File: config.mk
export PLATFORM = sky130hd
export DESIGN_NAME = rttt_cmd_fifo
export DESIGN_NICKNAME = d
export VERILOG_FILES = /design/src/hw/rtl/rttt_pkg.sv /design/src/hw/rtl/rttt_cmd_fifo.sv
export SDC_FILE = /design/constraint.sdc
export NUM_CORES = 1
export LEC_CHECK = 0
export ABC_AREA = 1
export BUFFER_PORTS_ARGS = -buffer_cell sky130_fd_sc_hd__buf_2
export CAP_MARGIN = 40
export CORE_MARGIN = 2
export CORE_UTILIZATION = 40
export CTS_CLUSTER_SIZE = 8
export DETAILED_ROUTE_END_ITERATION = 16
export PLACE_DENSITY = 0.66
export SLEW_MARGIN = 10
export SYNTH_ARGS = -nofsm -noshare
export SYNTH_HDL_FRONTEND = slang
export SYNTH_SLANG_ARGS = --single-unit
File: constraint.sdc
create_clock -name clk -period 1.8 [get_ports clk]
set_input_delay 0.27 -clock clk [delete_from_list [all_inputs] [get_ports clk]]
set_output_delay 0.27 -clock clk [all_outputs]
set_load 0.02 [all_outputs]
File: src/hw/rtl/rttt_pkg.sv
// Package for the request tag tracker timeout unit: opcodes, result kinds,
// and the command/result structs. No dependencies.
package rttt_pkg;
	localparam logic [1:0] REQ_ALLOC = 2'd0;
	localparam logic [1:0] REQ_RESP  = 2'd1;
	localparam logic [1:0] REQ_TICK  = 2'd2;
	localparam logic [1:0] REQ_FLUSH = 2'd3;

	localparam logic [2:0] K_ALLOC   = 3'd0;
	localparam logic [2:0] K_REFUSE  = 3'd1;
	localparam logic [2:0] K_PASS    = 3'd2;
	localparam logic [2:0] K_DROP    = 3'd3;
	localparam logic [2:0] K_TIMEOUT = 3'd4;
	localparam logic [2:0] K_FLUSH   = 3'd5;

	localparam logic [15:0] TIMEOUT_RST = 16'd35;

	typedef struct packed {
		logic [1:0]  req_type;
		logic [15:0] tag;
		logic        link_up;
	} cmd_t;

	typedef struct packed {
		logic [2:0]  kind;
		logic [15:0] tag_res;
		logic [5:0]  slot;
		logic        last;
	} res_t;
endpackage

File: src/hw/rtl/rttt_cmd_fifo.sv
// Front part: command queue between the input port and the table engine.
// Depends on rttt_pkg.
module rttt_cmd_fifo
	import rttt_pkg::*;
(
	input  logic clk,
	input  logic arst_n,
	input  logic push,
	input  cmd_t wdata,
	output logic full,
	input  logic pop,
	output cmd_t rdata,
	output logic empty
);
	cmd_t       ent_q [2];
	logic       wp_q, rp_q;
	logic [1:0] cnt_q;

	assign full  = (cnt_q == 2'd2);
	assign empty = (cnt_q == 2'd0);
	assign rdata = ent_q[rp_q];

	always_ff @(posedge clk) begin
		if (push && !full) begin
			ent_q[wp_q] <= wdata;
		end
	end

	always_ff @(posedge clk or negedge arst_n) begin
		if (!arst_n) begin
			wp_q  <= 1'b0;
			rp_q  <= 1'b0;
			cnt_q <= 2'd0;
		end else begin
			if (push && !full) begin
				wp_q <= ~wp_q;
			end
			if (pop && !empty) begin
				rp_q <= ~rp_q;
			end
			cnt_q <= cnt_q + 2'(push && !full) - 2'(pop && !empty);
		end
	end
endmodule

Word-level counts from Yosys, hierarchy flattened
Memory sizes are Yosys's and may differ from the RTL's. Cells that the tools add are included.

Register bits: 4. Latch bits: 0. Memory bits (writable): 38. Memory bits (read-only): 0. Bits of input ports: 23. Output and inout port bits: 21. Logic and storage cells: 16. Memories: 1.

Add/subtract/negate cells: 2. Multiply operators: 0. Div/mod/pow operators: 0. Magnitude comparators: 0. Eq/ne operators: 1. Shifts and indexed selects: 0. Mux-type cells: 2. Bitwise gates (word level): 2. Reduce and logical (&&, ||, !) cells: 5.

Memories: ent_q (depth 2, bits a word 19, rd ports 1, clocked after memory_dff 0, write ports 1, RTL line rttt_cmd_fifo.sv:15) `cmd_t ent_q [2];`.

Operators by type and width (number): $add A2 B1 Y2 (1); $eq A2 B2 Y1 const B (1); $logic_and A1 B1 Y1 (2); $logic_not A1 Y1 (2); $logic_not A2 Y1 (1); $mux W1 (2); $not A1 Y1 (2); $sub A2 B1 Y2 (1).

Logic depth before layout (Yosys ltp)
Depth in word-level cells: 5. Gate-level depth with buffers: 10. Mapped depth without buffers: 10.

Least setup slack after synthesis
OpenSTA, ideal clock, no wires.

Path type: flip-flop to flip-flop. Start point: register cnt_q[1]. End point: memory ent_q[1][0] (netlist name), enable pin. Setup time: 0.395 ns. Arrival: 1.375 ns. Data required time: 1.405 ns. Path slack: 0.031 ns. Stages on the path, launching flop included: 4. Buffers on the path: 0. Clock period less this slack: 1.769 ns. Cell sequence: dfrtp_1 -> nand2_1 -> nand2_1 -> nor2_1.

Cells in the longest elaborated chain, start to end: 5.

RTL lines: start: declaration (RTL line rttt_cmd_fifo.sv:17) `logic [1:0] cnt_q;`; start signal: assignment (RTL line rttt_cmd_fifo.sv:41) `cnt_q <= cnt_q + 2'(push && !full) - 2'(pop && !empty);`; $eq A2 B2 Y1 (RTL line rttt_cmd_fifo.sv:19) `assign full = (cnt_q == 2'd2);`; $logic_not A1 Y1 (RTL line rttt_cmd_fifo.sv:24) `if (push && !full) begin`; $logic_and A1 B1 Y1 (RTL line rttt_cmd_fifo.sv:24); $mux W1 (RTL line rttt_cmd_fifo.sv:24); $mux W1 (implied by the code) (RTL line rttt_cmd_fifo.sv:25) `ent_q[wp_q] <= wdata;`; end: declaration (RTL line rttt_cmd_fifo.sv:15).

No other way between the ends.

==> run metrics <==
outcome complete, no violations; Synth Instances 133; syn avg cell area 12.2 um^2; DRC viols 0; Ant. Diodes 0; # port buffers 43; sum of negative setup slack 0 ns; Clock Tree Buf Depth 2; starting density of the core 0.413; post-DR vias/cell 4.56; most common cell after layout, fill and taps aside nand2_1; Post-Synth Adder-Cell Area 0.0154; commonest non-fill, non-tap cells in the layout 70 x nand2_1, 43 x buf_2, 38 x edfxtp_1, 10 x inv_1, 5 x clkbuf_8; final worst path period share 0.868; root buffer cell clkbuf_8; Syn Nets 158; Synth Area in XOR/XNOR 0; Crit Path Category reg -> out; filler cell count in the final layout 370; hold buffer count at cts 1; Total Routing Usage GR 0.144; leakage power 0.926 nW; CTS sink cnt 42; Max Cap Viol 0; # nets final 208; Routed Antenna Nets 0; Final Hold Violating Endpoints 0; TritonCTS buffer count 5; DR vias 1067; first-pass GRT wire length 4750 um; Final Util 0.504; Synth Area in Simple Gates 0.173; min-delay worst type in -> reg; first-iteration detailed-routing DRC count 67; Setup Skew 0.00358 ns; Clock transition at path regs 0.08 ns; sequential cell area 1240 um^2; CTS tree built; Die Y 67.8 um; post-DP HPWL 2010 um; Seq/Total Area, Yosys 0.763; full die area 4590 um^2; standard-cell row count 23; Slew headroom 0.765; DR pass1 iterations 4; vias in the first global route 1112; Worst-Margin Slew 0.351 ns; Worst Path Arrival 1.29 ns; mux cell area share after synthesis 0; Core ar. 3940 um^2; pin count of the biggest net entering global routing 21; Max Fclk 640 MHz; synthesis-to-finish area growth 22.2%; antenna violations before repair 0; Yosys reg bits 42; postcts setup bufs 0; final WL 2970 um; number of gates resized after cts 0; Final Max Slew Viols 0; clk_lat worst skew 0.29 ns; die width 67.8 um; H-tree depth 2; Distinct cells, synth 10; Worst setup SP type flop; Synth Warn # 0; CP max FO 20; I/O pin count 44; largest family of logic cells by synthesized area simple AND/OR/NAND/NOR gates; maximum VDD drop 0.739 mV; compound-cell area share of the yosys netlist 0; CP endpoint kind primary output; DR WL/cell 12.7 um; Final setup viols 0; layout cells sized above 1 0.299; grt ovf 0; post-route minimum period 1.56 ns; RSZ-0062 raised after global routing no; PwrDens 1640 nW/um^2; WP data required 1.53 ns; GP Congestion 0.704; Multi-input gate area 309 um^2; Mapped Area 1630 um^2
[metrics by stage]
stage	cell area [um^2]	hold WS [ns]	total power (W)	cells	worst slack, ns
floorplan	1630	-0.0256	0.00233	133	0.0306
CTS	1990	0.157	0.00331	234	0.201
detailed placement	1890	0.0838	0.00274	225	0.374
finish	1990	0.165	0.00326	234	0.238
global route	1990	0.152	0.00351	234	0.130
global placement	1890	0.0779	0.00268	225	0.470
[cells in the mapped netlist]
| cell | instances | share of area |
|---|---|---|
| nand3_1 | 3 | 0.0092 |
| inv_2 | 1 | 0.0023 |
| buf_4 | 2 | 0.0092 |
| ha_1 | 2 | 0.015 |
| dfrtp_1 | 4 | 0.062 |
| edfxtp_1 | 38 | 0.70 |
| buf_6 | 2 | 0.014 |
| inv_1 | 10 | 0.023 |
| nand2_1 | 70 | 0.16 |
| nor2_1 | 1 | 0.0023 |
[cells by family after synthesis]
kind of cell,Yosys count
buffers and inverters,15
DFF,42
and+or+nand+nor,74
adders and majority gates,2
[metal layers]
layer | share of wire | vias up | global-route usage
met5 | 0 | - | 0
met4 | 0.012 | 0 | 0.0575
met3 | 0.072 | 5 | 0.0583
met2 | 0.50 | 37 | 0.241
met1 | 0.41 | 496 | 0.164
li1 | - | 529 | -
[state kept, by name, summed over array words and instances, names as in the netlist]
| register | cells |
|---|---|
| cnt_q | 2 |
| rp_q | 1 |
| ent_q | 38 |
| wp_q | 1 |
[worst paths after layout]
kind                                     endpoint          startpoint  slack, ns  depth (start not counted)
setup / recovery                         rdata[6]    rp_q$_DFFE_PN0P_       0.24                          4
hold / removal             ent_q[0][14]$_DFFE_PP_           wdata[14]       0.16                          1
setup reg to reg               cnt_q[1]$_DFF_PN0_  cnt_q[1]$_DFF_PN0_       0.35                         10
hold reg to reg                  wp_q$_DFFE_PN0P_    wp_q$_DFFE_PN0P_       0.48                          2
max in group asynchronous        wp_q$_DFFE_PN0P_              arst_n       1.37                          2
min in group asynchronous      cnt_q[1]$_DFF_PN0_              arst_n       0.31                          2
[layout make-up]
class / count / share of cell area
timing repair buffer: 47 / 0.125
inverter: 11 / 0.0208
sequential: 42 / 0.625
clock buffer: 5 / 0.0346
tap: 50 / 0.0315
multi-input combinational: 76 / 0.156
clock inverter: 3 / 0.00819
[report_power, final]
group / total [W] / switching [W] / leakage, nW / internal, W
Combinational: 0.00129 / 0.000910 / 0.483 / 0.000381
Sequential: 0.00141 / 0.0000683 / 0.401 / 0.00134
Clock: 0.000565 / 0.000300 / 0.0416 / 0.000265
[critical path, cell delays in order (launching register included)]
cell     delay [ns]
dfrtp_1        0.39
inv_2          0.28
nand2_1        0.09
nand2_1        0.08
buf_2          0.16
(Power assumes the default switching activity.)
